--- config.mk ---
export PLATFORM = sky130hd
export DESIGN_NAME = lcg_byte_pattern_checker_unit
export DESIGN_NICKNAME = d
export VERILOG_FILES = /design/src/rtl/core/lbpc_pkg.sv /design/src/rtl/core/lbpc_front.sv /design/src/rtl/core/lbpc_fifo.sv /design/src/rtl/core/lbpc_back.sv /design/src/rtl/core/lcg_byte_pattern_checker_unit.sv
export SDC_FILE = /design/constraint.sdc
export NUM_CORES = 1
export LEC_CHECK = 0
export BUFFER_PORTS_ARGS = -buffer_cell sky130_fd_sc_hd__buf_4
export CAP_MARGIN = 20
export CORE_UTILIZATION = 53
export CTS_CLUSTER_SIZE = 12
export DETAILED_ROUTE_END_ITERATION = 6
export GPL_ROUTABILITY_DRIVEN = 0
export PLACE_DENSITY = 0.71
export SETUP_SLACK_MARGIN = 0.4
export SYNTH_ARGS = -nofsm -noshare
export SYNTH_HDL_FRONTEND = slang
export SYNTH_HIERARCHICAL = 1
export SYNTH_SLANG_ARGS = --single-unit
export TNS_END_PERCENT = 20
--- constraint.sdc ---
create_clock -name clk -period 8 [get_ports clk]
set_clock_uncertainty 0.05 [all_clocks]
set_input_delay 1.6 -clock clk [delete_from_list [all_inputs] [get_ports clk]]
set_output_delay 1.6 -clock clk [all_outputs]
set_load 0.03 [all_outputs]
--- src/rtl/core/lbpc_pkg.sv ---
// Package of the LCG byte pattern checker: word types, constants, LCG step.
`default_nettype none
package lbpc_pkg;

	localparam int OFFSET_BITS_DEF = 32;
	localparam int REPORT_W        = 32;
	localparam int QUEUE_DEPTH     = 4;

	localparam logic [30:0] LCG_MUL = 31'(64'd1103515245);
	localparam logic [30:0] LCG_ADD = 31'd12345;

	typedef struct packed {
		logic [7:0] data_byte;
		logic       last_byte;
	} in_word_t;

	typedef struct packed {
		logic [7:0]          expected_byte;
		logic                byte_mismatch;
		logic                run_done;
		logic [REPORT_W-1:0] report_offset;
	} out_word_t;

	// classified item handed from front to back (offset travels beside it)
	typedef struct packed {
		logic [7:0] data_byte;
		logic [7:0] expected_byte;
		logic       last_byte;
	} cls_t;

	// bits 30..16 of v*mul+add need only the low 31 product bits
	function automatic logic [15:0] lcg_next(input logic [15:0] v);
		logic [30:0] p;
		p = 31'(v) * LCG_MUL + LCG_ADD;
		return {1'b0, p[30:16]};
	endfunction

endpackage
`default_nettype wire

--- src/rtl/core/lbpc_front.sv ---
// Front end: seed register, pattern generator and byte offset counter.
`default_nettype none
module lbpc_front #(
	parameter int OFFSET_BITS = lbpc_pkg::OFFSET_BITS_DEF
) (
	input  wire logic                   clk,
	input  wire logic                   arst_n,
	input  wire logic                   cfg_valid,
	input  wire logic [15:0]            cfg_data,
	input  wire logic                   accept,
	input  wire lbpc_pkg::in_word_t     in_word,
	output lbpc_pkg::cls_t              cls,
	output logic [OFFSET_BITS-1:0]      cls_pos
);

	logic [15:0]            seed_q;
	logic [15:0]            pattern_q;
	logic [OFFSET_BITS-1:0] pos_q;
	logic                   run_active_q;
	logic [15:0]            cur_val;
	logic                   odd;

	assign cur_val = run_active_q ? pattern_q : seed_q;
	assign odd     = pos_q[0];

	always_comb begin
		cls.data_byte     = in_word.data_byte;
		cls.last_byte     = in_word.last_byte;
		cls.expected_byte = odd ? cur_val[15:8] : cur_val[7:0];
		cls_pos           = pos_q;
	end

	always_ff @(posedge clk or negedge arst_n) begin
		if (!arst_n) begin
			seed_q <= '0;
		end else if (cfg_valid) begin
			seed_q <= cfg_data;
		end
	end

	always_ff @(posedge clk or negedge arst_n) begin
		if (!arst_n) begin
			pattern_q    <= '0;
			pos_q        <= '0;
			run_active_q <= 1'b0;
		end else if (accept) begin
			pattern_q    <= odd ? lbpc_pkg::lcg_next(cur_val) : cur_val;
			run_active_q <= !in_word.last_byte;
			pos_q        <= in_word.last_byte ? '0 : pos_q + OFFSET_BITS'(1);
		end
	end

endmodule
`default_nettype wire

--- src/rtl/core/lbpc_fifo.sv ---
// Short queue between front and back.
`default_nettype none
module lbpc_fifo #(
	parameter int WIDTH = 8,
	parameter int DEPTH = lbpc_pkg::QUEUE_DEPTH
) (
	input  wire logic             clk,
	input  wire logic             arst_n,
	input  wire logic             wr_en,
	input  wire logic [WIDTH-1:0] wr_data,
	input  wire logic             rd_en,
	output logic [WIDTH-1:0]      rd_data,
	output logic                  full,
	output logic                  empty
);

	localparam int PtrW = (DEPTH > 1) ? $clog2(DEPTH) : 1;
	localparam int CntW = $clog2(DEPTH + 1);
	localparam logic [PtrW-1:0] LastPtr = PtrW'(DEPTH - 1);

	logic [WIDTH-1:0] mem_q [DEPTH];
	logic [PtrW-1:0]  wr_ptr_q;
	logic [PtrW-1:0]  rd_ptr_q;
	logic [CntW-1:0]  count_q;
	logic             do_wr;
	logic             do_rd;

	assign full    = (count_q == CntW'(DEPTH));
	assign empty   = (count_q == '0);
	assign do_wr   = wr_en && !full;
	assign do_rd   = rd_en && !empty;
	assign rd_data = mem_q[rd_ptr_q];

	always_ff @(posedge clk) begin
		if (do_wr) begin
			mem_q[wr_ptr_q] <= wr_data;
		end
	end

	always_ff @(posedge clk or negedge arst_n) begin
		if (!arst_n) begin
			wr_ptr_q <= '0;
			rd_ptr_q <= '0;
			count_q  <= '0;
		end else begin
			if (do_wr) begin
				wr_ptr_q <= (wr_ptr_q == LastPtr) ? '0 : wr_ptr_q + PtrW'(1);
			end
			if (do_rd) begin
				rd_ptr_q <= (rd_ptr_q == LastPtr) ? '0 : rd_ptr_q + PtrW'(1);
			end
			// count holds when both or neither side moves
			if (do_wr && !do_rd) begin
				count_q <= count_q + CntW'(1);
			end else if (do_rd && !do_wr) begin
				count_q <= count_q - CntW'(1);
			end
		end
	end

endmodule
`default_nettype wire

--- src/rtl/core/lbpc_back.sv ---
// Back end: compare, first-mismatch tracking, run report and output register.
`default_nettype none
module lbpc_back #(
	parameter int OFFSET_BITS = lbpc_pkg::OFFSET_BITS_DEF
) (
	input  wire logic                   clk,
	input  wire logic                   arst_n,
	input  wire logic                   q_empty,
	input  wire lbpc_pkg::cls_t         q_cls,
	input  wire logic [OFFSET_BITS-1:0] q_pos,
	output logic                        q_pop,
	input  wire logic                   pop,
	output logic                        empty,
	output lbpc_pkg::out_word_t         out_word
);

	localparam int ExtW = (OFFSET_BITS > lbpc_pkg::REPORT_W) ? OFFSET_BITS
	                                                         : lbpc_pkg::REPORT_W;

	logic                   out_valid_q;
	lbpc_pkg::out_word_t    out_q;
	logic                   err_seen_q;
	logic [OFFSET_BITS-1:0] first_err_q;
	logic                   mismatch;
	logic [OFFSET_BITS-1:0] first_sel;
	logic [OFFSET_BITS-1:0] report;
	logic [ExtW-1:0]        report_ext;

	assign q_pop    = !q_empty && (!out_valid_q || pop);
	assign empty    = !out_valid_q;
	assign out_word = out_q;

	always_comb begin
		mismatch  = (q_cls.data_byte != q_cls.expected_byte);
		first_sel = err_seen_q ? first_err_q : q_pos;
		if (!q_cls.last_byte) begin
			report = '0;
		end else if (err_seen_q || mismatch) begin
			report = first_sel;
		end else begin
			report = q_pos + OFFSET_BITS'(1);
		end
		report_ext = ExtW'(report);
	end

	always_ff @(posedge clk) begin
		if (q_pop) begin
			out_q.expected_byte <= q_cls.expected_byte;
			out_q.byte_mismatch <= mismatch;
			out_q.run_done      <= q_cls.last_byte;
			out_q.report_offset <= report_ext[lbpc_pkg::REPORT_W-1:0];
		end
	end

	always_ff @(posedge clk or negedge arst_n) begin
		if (!arst_n) begin
			out_valid_q <= 1'b0;
			err_seen_q  <= 1'b0;
			first_err_q <= '0;
		end else begin
			if (q_pop) begin
				out_valid_q <= 1'b1;
			end else if (pop) begin
				out_valid_q <= 1'b0;
			end
			if (q_pop) begin
				if (q_cls.last_byte) begin
					err_seen_q  <= 1'b0;
					first_err_q <= '0;
				end else if (mismatch && !err_seen_q) begin
					err_seen_q  <= 1'b1;
					first_err_q <= q_pos;
				end
			end
		end
	end

endmodule
`default_nettype wire

--- src/rtl/core/lcg_byte_pattern_checker_unit.sv ---
// Top level of the LCG byte pattern checker unit.
//
// channel   direction  handshake              word
// input     in         push / full            in_word  (data_byte, last_byte)
// result    out        pop / empty            out_word (expected_byte, byte_mismatch,
//                                                        run_done, report_offset)
// config    in         cfg_valid / cfg_ready  cfg_data (pattern_seed)
//
// One word per cycle in and out, sustained while pop is high. The front is
// combinational and writes the queue at the accepting edge; the output register takes
// the queue head when free. full rises only when the four-entry queue and the output
// register are all occupied, i.e. after the result side has stalled.
// arst_n clears seed, position, error tracking, queue and output valid.
// cfg_ready is always high; a new seed applies from the next run.
`default_nettype none
module lcg_byte_pattern_checker_unit #(
	parameter int OFFSET_BITS = lbpc_pkg::OFFSET_BITS_DEF
) (
	input  wire logic                clk,
	input  wire logic                arst_n,
	// input words
	input  wire logic                push,
	output logic                     full,
	input  wire lbpc_pkg::in_word_t  in_word,
	// result words
	output logic                     empty,
	input  wire logic                pop,
	output lbpc_pkg::out_word_t      out_word,
	// seed register
	input  wire logic                cfg_valid,
	output logic                     cfg_ready,
	input  wire logic [15:0]         cfg_data
);

	localparam int QW = $bits(lbpc_pkg::cls_t) + OFFSET_BITS;

	logic                   accept;
	lbpc_pkg::cls_t         f_cls;
	logic [OFFSET_BITS-1:0] f_pos;
	logic [QW-1:0]          q_rd;
	logic                   q_empty;
	logic                   q_pop;
	lbpc_pkg::cls_t         b_cls;
	logic [OFFSET_BITS-1:0] b_pos;

	assign cfg_ready = 1'b1;
	assign accept    = push && !full;

	// front: generate the expected byte and tag it with its offset
	lbpc_front #(
		.OFFSET_BITS (OFFSET_BITS)
	) u_front (
		.clk       (clk),
		.arst_n    (arst_n),
		.cfg_valid (cfg_valid),
		.cfg_data  (cfg_data),
		.accept    (accept),
		.in_word   (in_word),
		.cls       (f_cls),
		.cls_pos   (f_pos)
	);

	// decoupling queue; its full flag is the input back-pressure
	lbpc_fifo #(
		.WIDTH (QW),
		.DEPTH (lbpc_pkg::QUEUE_DEPTH)
	) u_queue (
		.clk     (clk),
		.arst_n  (arst_n),
		.wr_en   (accept),
		.wr_data ({f_cls, f_pos}),
		.rd_en   (q_pop),
		.rd_data (q_rd),
		.full    (full),
		.empty   (q_empty)
	);

	assign b_cls = q_rd[QW-1:OFFSET_BITS];
	assign b_pos = q_rd[OFFSET_BITS-1:0];

	// back: compare, track first mismatch, build the run report
	lbpc_back #(
		.OFFSET_BITS (OFFSET_BITS)
	) u_back (
		.clk      (clk),
		.arst_n   (arst_n),
		.q_empty  (q_empty),
		.q_cls    (b_cls),
		.q_pos    (b_pos),
		.q_pop    (q_pop),
		.pop      (pop),
		.empty    (empty),
		.out_word (out_word)
	);

endmodule
`default_nettype wire

==> flow_metrics.env, run 1 <==
export IMPL_unrepaired_setup_endpoints_after_global_routing="false"
export IMPL_cap_violations=0
export IMPL_crit_arrival_ps=7610
export IMPL_vias=12377
export IMPL_antenna_violating_nets_left=0
export IMPL_met3_grt_util_pct=2.92
export IMPL_synth_edf_count=238
export IMPL_drt_iter0_markers=879
export IMPL_timing_final_hold_violations=0
export IMPL_ys_seq_elements=344
export IMPL_critical_path_most_common_cell="inv_1"
export IMPL_nets=1936
export IMPL_remaining_drc_errors=0
export IMPL_crit_path_class="reg2reg"
export IMPL_num_fill_cells=3015
export IMPL_diodes=0
export IMPL_critPathCaptureType="register"
export IMPL_largest_net_degree_at_the_start_of_global_routing=58
export IMPL_setup_total_negative_slack_ps=0
export IMPL_crit_path_max_fanout=12
export IMPL_drt_pass1_iter_count=7
export IMPL_ioPinCount=75
export IMPL_grt_overflow_total=0
export IMPL_sequential_fraction_of_the_synthesis_area_pct=47.7
export IMPL_post_synth_instance_area_sq_um=20500
export IMPL_met2_demand_to_capacity_share_in_global_routing_pct=37.5
export IMPL_track_usage_pct=22.9
export IMPL_async_set_or_reset_flop_fraction_in_the_synthesized_netlist_pct=30.8
export IMPL_route_final_wire_length_um=43300
export IMPL_worst_path_buf_inv=6
export IMPL_worst_endpoint_required_ps=8370
export IMPL_achievable_frequency_mhz=138
export IMPL_part_of_the_cycle_the_worst_path_needs_pct=90.5
export IMPL_setup_viol=0
export IMPL_die_h_um=199
export IMPL_worstSkewPairLatency_ps=520
export IMPL_core_area_sq_um=37900
export IMPL_cts_tree="done"
export IMPL_grt_pass1_wl_um=69100
export IMPL_clockBufferDepth=3
export IMPL_synthFlopType="edfxtp_1"
export IMPL_worst_pin_slew_ps=854
export IMPL_finalWorstPathRequiredPeriod_ps=7240
export IMPL_timing_critical_path_cells="buf_4, mux2i_1, inv_1, ha_1, ha_1, inv_1, fa_1, inv_1, fa_1, inv_1, fa_1, fa_1, inv_1, ha_1, a2111oi_4, nand3_1, o22a_1, or3_4, o211ai_4, a21boi_2, mux2_1, a31oi_1"
export IMPL_fp_dieW_um=199
export IMPL_numCtsBuffers=35
export IMPL_hpwlAfterDp_um=31400
export IMPL_synth_warning_count=6
export IMPL_number_of_unique_standard_cell_types_used_by_synthesis=71
export IMPL_layout_area_overhead_vs_synth_pct=10.1
export IMPL_post_route_cells_drive_above_1_share_pct=14.8
export IMPL_clk_pin_slew_ps=60
export IMPL_cp_startpoint_kind="register"
export IMPL_numClockSinks=344
export IMPL_top_usage_layer="met2"
export IMPL_postSynthNetCount=1868
export IMPL_antenna_violations_before_repair=0
export IMPL_slew_limit_headroom_pct=42.9
export IMPL_avgRoutedWirePerCell_um=19.9
export IMPL_vias_in_the_first_global_route=12659
export IMPL_initial_utilization_pct=54.2
export IMPL_design_die_area_sq_um=39500
export IMPL_max_stage_delay_ps=630
export IMPL_cts_htree_levels=2
export IMPL_worst_path_max_delay_cell="mux2i_1"
export IMPL_root_buffer="clkbuf_16"
export IMPL_vias_per_instance=5.70
export IMPL_maxSlewViolCount=0
export IMPL_synth_cells=1571
export IMPL_grtUsageMet1_pct=31.4
export IMPL_portbufs=73
export IMPL_rows=71
export IMPL_status="completed"
export IMPL_postSynthAreaPerCell_sq_um=13.1
export IMPL_worstHoldPathType="reg2reg"
export IMPL_worst_path_dominant_cell_family="adder cells"
==> per-stage QoR <==
stage / utilization [%] / hold WS [ps] / area, sq um / instances / worst slack (ps)
2_1_floorplan: - / 394 / 20500 / 1571 / 1030
3_3_place_gp: 56.8 / 409 / 21600 / 2112 / 888
3_5_place_dp: 56.9 / 414 / 21600 / 2113 / 713
4_1_cts: 59.6 / 427 / 22600 / 2173 / 714
5_1_grt: 59.6 / 444 / 22600 / 2173 / 421
6_report: 59.6 / 426 / 22600 / 2173 / 760
==> final timing paths <==
kind                                                  start                           endpoint  slack (ps)  cells past startpoint
max in group asynchronous                            arst_n    u_queue/rd_ptr_q[0]$_DFFE_PN0P_        5510                      2
min reg2reg                u_front/pattern_q[1]$_DFFE_PN0P_   u_front/pattern_q[1]$_DFFE_PN0P_         430                      1
max                        u_front/run_active_q$_DFFE_PN0P_  u_front/pattern_q[13]$_DFFE_PN0P_         760                     22
min                        u_front/pattern_q[1]$_DFFE_PN0P_   u_front/pattern_q[1]$_DFFE_PN0P_         430                      1
max reg2reg                u_front/run_active_q$_DFFE_PN0P_  u_front/pattern_q[13]$_DFFE_PN0P_         760                     22
min in group asynchronous                            arst_n     u_back/out_valid_q$_DFFE_PN0P_        1090                      1
==> state kept, by name, indices dropped and copies added (netlist names) <==
register              cells
u_front/cls_pos          32
u_queue/count_q           3
u_queue/rd_ptr_q          2
u_back/first_err_q       32
u_front/run_active_q      1
u_back/out_valid_q        1
u_front/seed_q           16
u_queue/mem_q           196
u_queue/wr_ptr_q          2
u_front/pattern_q        16
u_back/out_word          42
u_back/err_seen_q         1
==> layout by cell type, fill, tap and decap left out, drive strengths merged, types with 13 or more instances in the layout <==
cell,instances
inv,239
edfxtp,238
ha,143
fa,124
dfrtp,106
buf,97
a21oi,63
nor2,58
clkbuf,56
o21ai,52
mux4,49
nand2,45
xnor2,44
a22o,33
mux2i,29
o2bb2ai,27
nand3,25
mux2,25
nor3,23
nand4,22
a31oi,17
nor4,16
or4,13
==> what timing repair did <==
item | in CTS | in global routing
endpoints found under the setup margin | 0 | 4
hold buffers | 0 | 0
resized for setup | 0 | 3
hold endpoints to repair | 0 | 0
buffers inserted | 0 | 0
==> synthesized netlist by cell type, drive strengths merged (39+ instances only) <==
| cell type | instances | area (sq um) |
|---|---|---|
| a21oi | 63 | 327 |
| clkbuf | 39 | 148 |
| dfrtp | 106 | 2650 |
| edfxtp | 238 | 7150 |
| fa | 124 | 2480 |
| ha | 143 | 1790 |
| inv | 238 | 893 |
| mux4 | 49 | 1100 |
| nand2 | 45 | 169 |
| nor2 | 58 | 218 |
| o21ai | 52 | 260 |
| xnor2 | 44 | 385 |
==> routing by layer <==
metal,vias up,wire (um)
li1,5735,-
met1,6210,19100
met2,357,20900
met3,75,2070
met4,0,1240
met5,-,0
==> cells by family after synthesis <==
group	after synthesis	share of synthesized area, %
other	1	0.0183
adder cells (fa/ha/maj)	267	20.8
AND/OR/NAND/NOR	250	6.59
multiplexers	103	8.19
flip-flops	344	47.7
XOR/XNOR	55	2.34
buffers and inverters	307	6.23
AO/OA/AOI/OAI	244	8.13
==> layout make-up <==
| cell class | instances | area (sq um) | share of cell area (%) |
|---|---|---|---|
| Tap cell | 511 | 639 | 2.83 |
| Inverter | 241 | 905 | 4.00 |
| Clock inverter | 4 | 20.0 | 0.0885 |
| Timing Repair Buffer | 97 | 728 | 3.22 |
| Clock buffer | 56 | 1010 | 4.45 |
| Sequential cell | 344 | 9800 | 43.4 |
| Multi-Input combinational cell | 920 | 9510 | 42.0 |
Power of run 1 is left out: the tool's default activity adds up to more than one toggle a clock period on the data nets, which glitch-free logic cannot reach.
==> run 2, diff against run 1 <==
Settings changed: PLACE_DENSITY 0.71 to 0.79.
==> flow_metrics.env, run 2 (synthesis gave the netlist of run 1 again) <==
export IMPL_status="completed"
export IMPL_worstSkewPairLatency_ps=500
export IMPL_vias=12556
export IMPL_rows=71
export IMPL_worstHoldPathType="reg2reg"
export IMPL_setup_viol=0
export IMPL_worst_endpoint_required_ps=8310
export IMPL_timing_final_hold_violations=0
export IMPL_largest_net_degree_at_the_start_of_global_routing=65
export IMPL_max_stage_delay_ps=710
export IMPL_timing_critical_path_cells="mux2i_2, inv_1, fa_1, ha_1, or2_2, fa_1, fa_1, fa_1, inv_1, fa_1, inv_1, ha_1, a211oi_1, o21ai_0, a31oi_1, o21ai_1, o41a_1, a31oi_1, xor2_1, o221ai_1"
export IMPL_unrepaired_setup_endpoints_after_global_routing="false"
export IMPL_part_of_the_cycle_the_worst_path_needs_pct=88.2
export IMPL_post_route_cells_drive_above_1_share_pct=14.3
export IMPL_crit_path_max_fanout=21
export IMPL_achievable_frequency_mhz=142
export IMPL_slew_limit_headroom_pct=40.8
export IMPL_root_buffer="clkbuf_16"
export IMPL_crit_path_class="reg2reg"
export IMPL_clockBufferDepth=3
export IMPL_fp_dieW_um=199
export IMPL_finalWorstPathRequiredPeriod_ps=7050
export IMPL_track_usage_pct=23.3
export IMPL_largest_register_ff_count=196
export IMPL_cts_tree="done"
export IMPL_antenna_violating_nets_left=0
export IMPL_cap_violations=0
export IMPL_route_final_wire_length_um=44100
export IMPL_regMostFlops="u_queue/mem_q"
export IMPL_nets=1932
export IMPL_worst_path_dominant_cell_family="adder cells"
export IMPL_vias_in_the_first_global_route=13413
export IMPL_vias_per_instance=5.78
export IMPL_cts_setup_buffers=0
export IMPL_avgRoutedWirePerCell_um=20.3
export IMPL_layout_area_overhead_vs_synth_pct=9.69
export IMPL_clk_pin_slew_ps=60
export IMPL_initial_utilization_pct=54.2
export IMPL_worst_path_buf_inv=3
export IMPL_diodes=0
export IMPL_numClockSinks=344
export IMPL_setup_total_negative_slack_ps=0
export IMPL_worst_path_max_delay_cell="dfrtp_2"
export IMPL_critical_path_most_common_cell="fa_1"
export IMPL_cts_htree_levels=2
export IMPL_antenna_violations_before_repair=0
export IMPL_hpwlAfterDp_um=31200
export IMPL_cp_startpoint_kind="register"
export IMPL_remaining_drc_errors=0
export IMPL_critPathCaptureType="register"
export IMPL_grt_overflow_total=0
export IMPL_grt_pass1_wl_um=71100
export IMPL_worst_pin_slew_ps=888
export IMPL_portbufs=73
export IMPL_crit_arrival_ps=7370
export IMPL_design_die_area_sq_um=39500
export IMPL_drt_iter0_markers=931
export IMPL_layout_cells_most_common_list="inv_1, edfxtp_1, ha_1"
export IMPL_numCtsBuffers=34
export IMPL_die_h_um=199
export IMPL_ioPinCount=75
export IMPL_core_area_sq_um=37900
export IMPL_maxSlewViolCount=0
export IMPL_drt_pass1_iter_count=5
## run 2: repair_timing
item / CTS / global route
setup endpoints to repair: 0 / 13
gates resized for setup: 0 / 2
hold buffers: 0 / 0
## run 2: through the flow
step           hold slack [ps]  std cells  worst slack (ps)  utilization [%]  instance area, sq um
2_1_floorplan              394       1571              1030                -                 20500
3_3_place_gp               414       2110               767             56.8                 21500
3_5_place_dp               428       2110               544             56.8                 21500
4_1_cts                    444       2171               526             59.4                 22500
5_1_grt                    467       2171               535             59.4                 22500
6_report                   445       2171               947             59.4                 22500
## run 2: final timing paths
check	from	endpoint	slack, ps	cells past startpoint
hold reg to reg	u_front/pattern_q[0]$_DFFE_PN0P_	u_front/pattern_q[0]$_DFFE_PN0P_	450	2
hold / removal	u_front/pattern_q[0]$_DFFE_PN0P_	u_front/pattern_q[0]$_DFFE_PN0P_	450	2
min in group asynchronous	arst_n	u_back/first_err_q[13]$_DFFE_PN0P_	1170	1
max in group asynchronous	arst_n	u_front/run_active_q$_DFFE_PN0P_	5510	2
setup / recovery	u_front/run_active_q$_DFFE_PN0P_	u_front/pattern_q[8]$_DFFE_PN0P_	950	20
setup reg to reg	u_front/run_active_q$_DFFE_PN0P_	u_front/pattern_q[8]$_DFFE_PN0P_	950	20
## run 2: area by class of cell
type | instances | area [sq um]
Fill cell | 2897 | 15400
Timing Repair Buffer | 94 | 706
Clock buffer | 59 | 966
Sequential cell | 344 | 9810
Inverter | 241 | 905
Tap cell | 511 | 639
Clock inverter | 2 | 12.5
Multi-Input combinational cell | 920 | 9500
## run 2: worst min-delay path: stages, from the launching register on
cell and delay (ps):
dfrtp_1 350, nand2_1 50, o221ai_1 60
## run 2: metal layers
layer / wire [um] / global-route usage [%]
met1: 18400 / 30.0
met2: 22300 / 40.7
met3: 2130 / 2.48
met4: 1240 / 8.23
met5: 0 / 0
Power of run 2 is left out for the same reason.
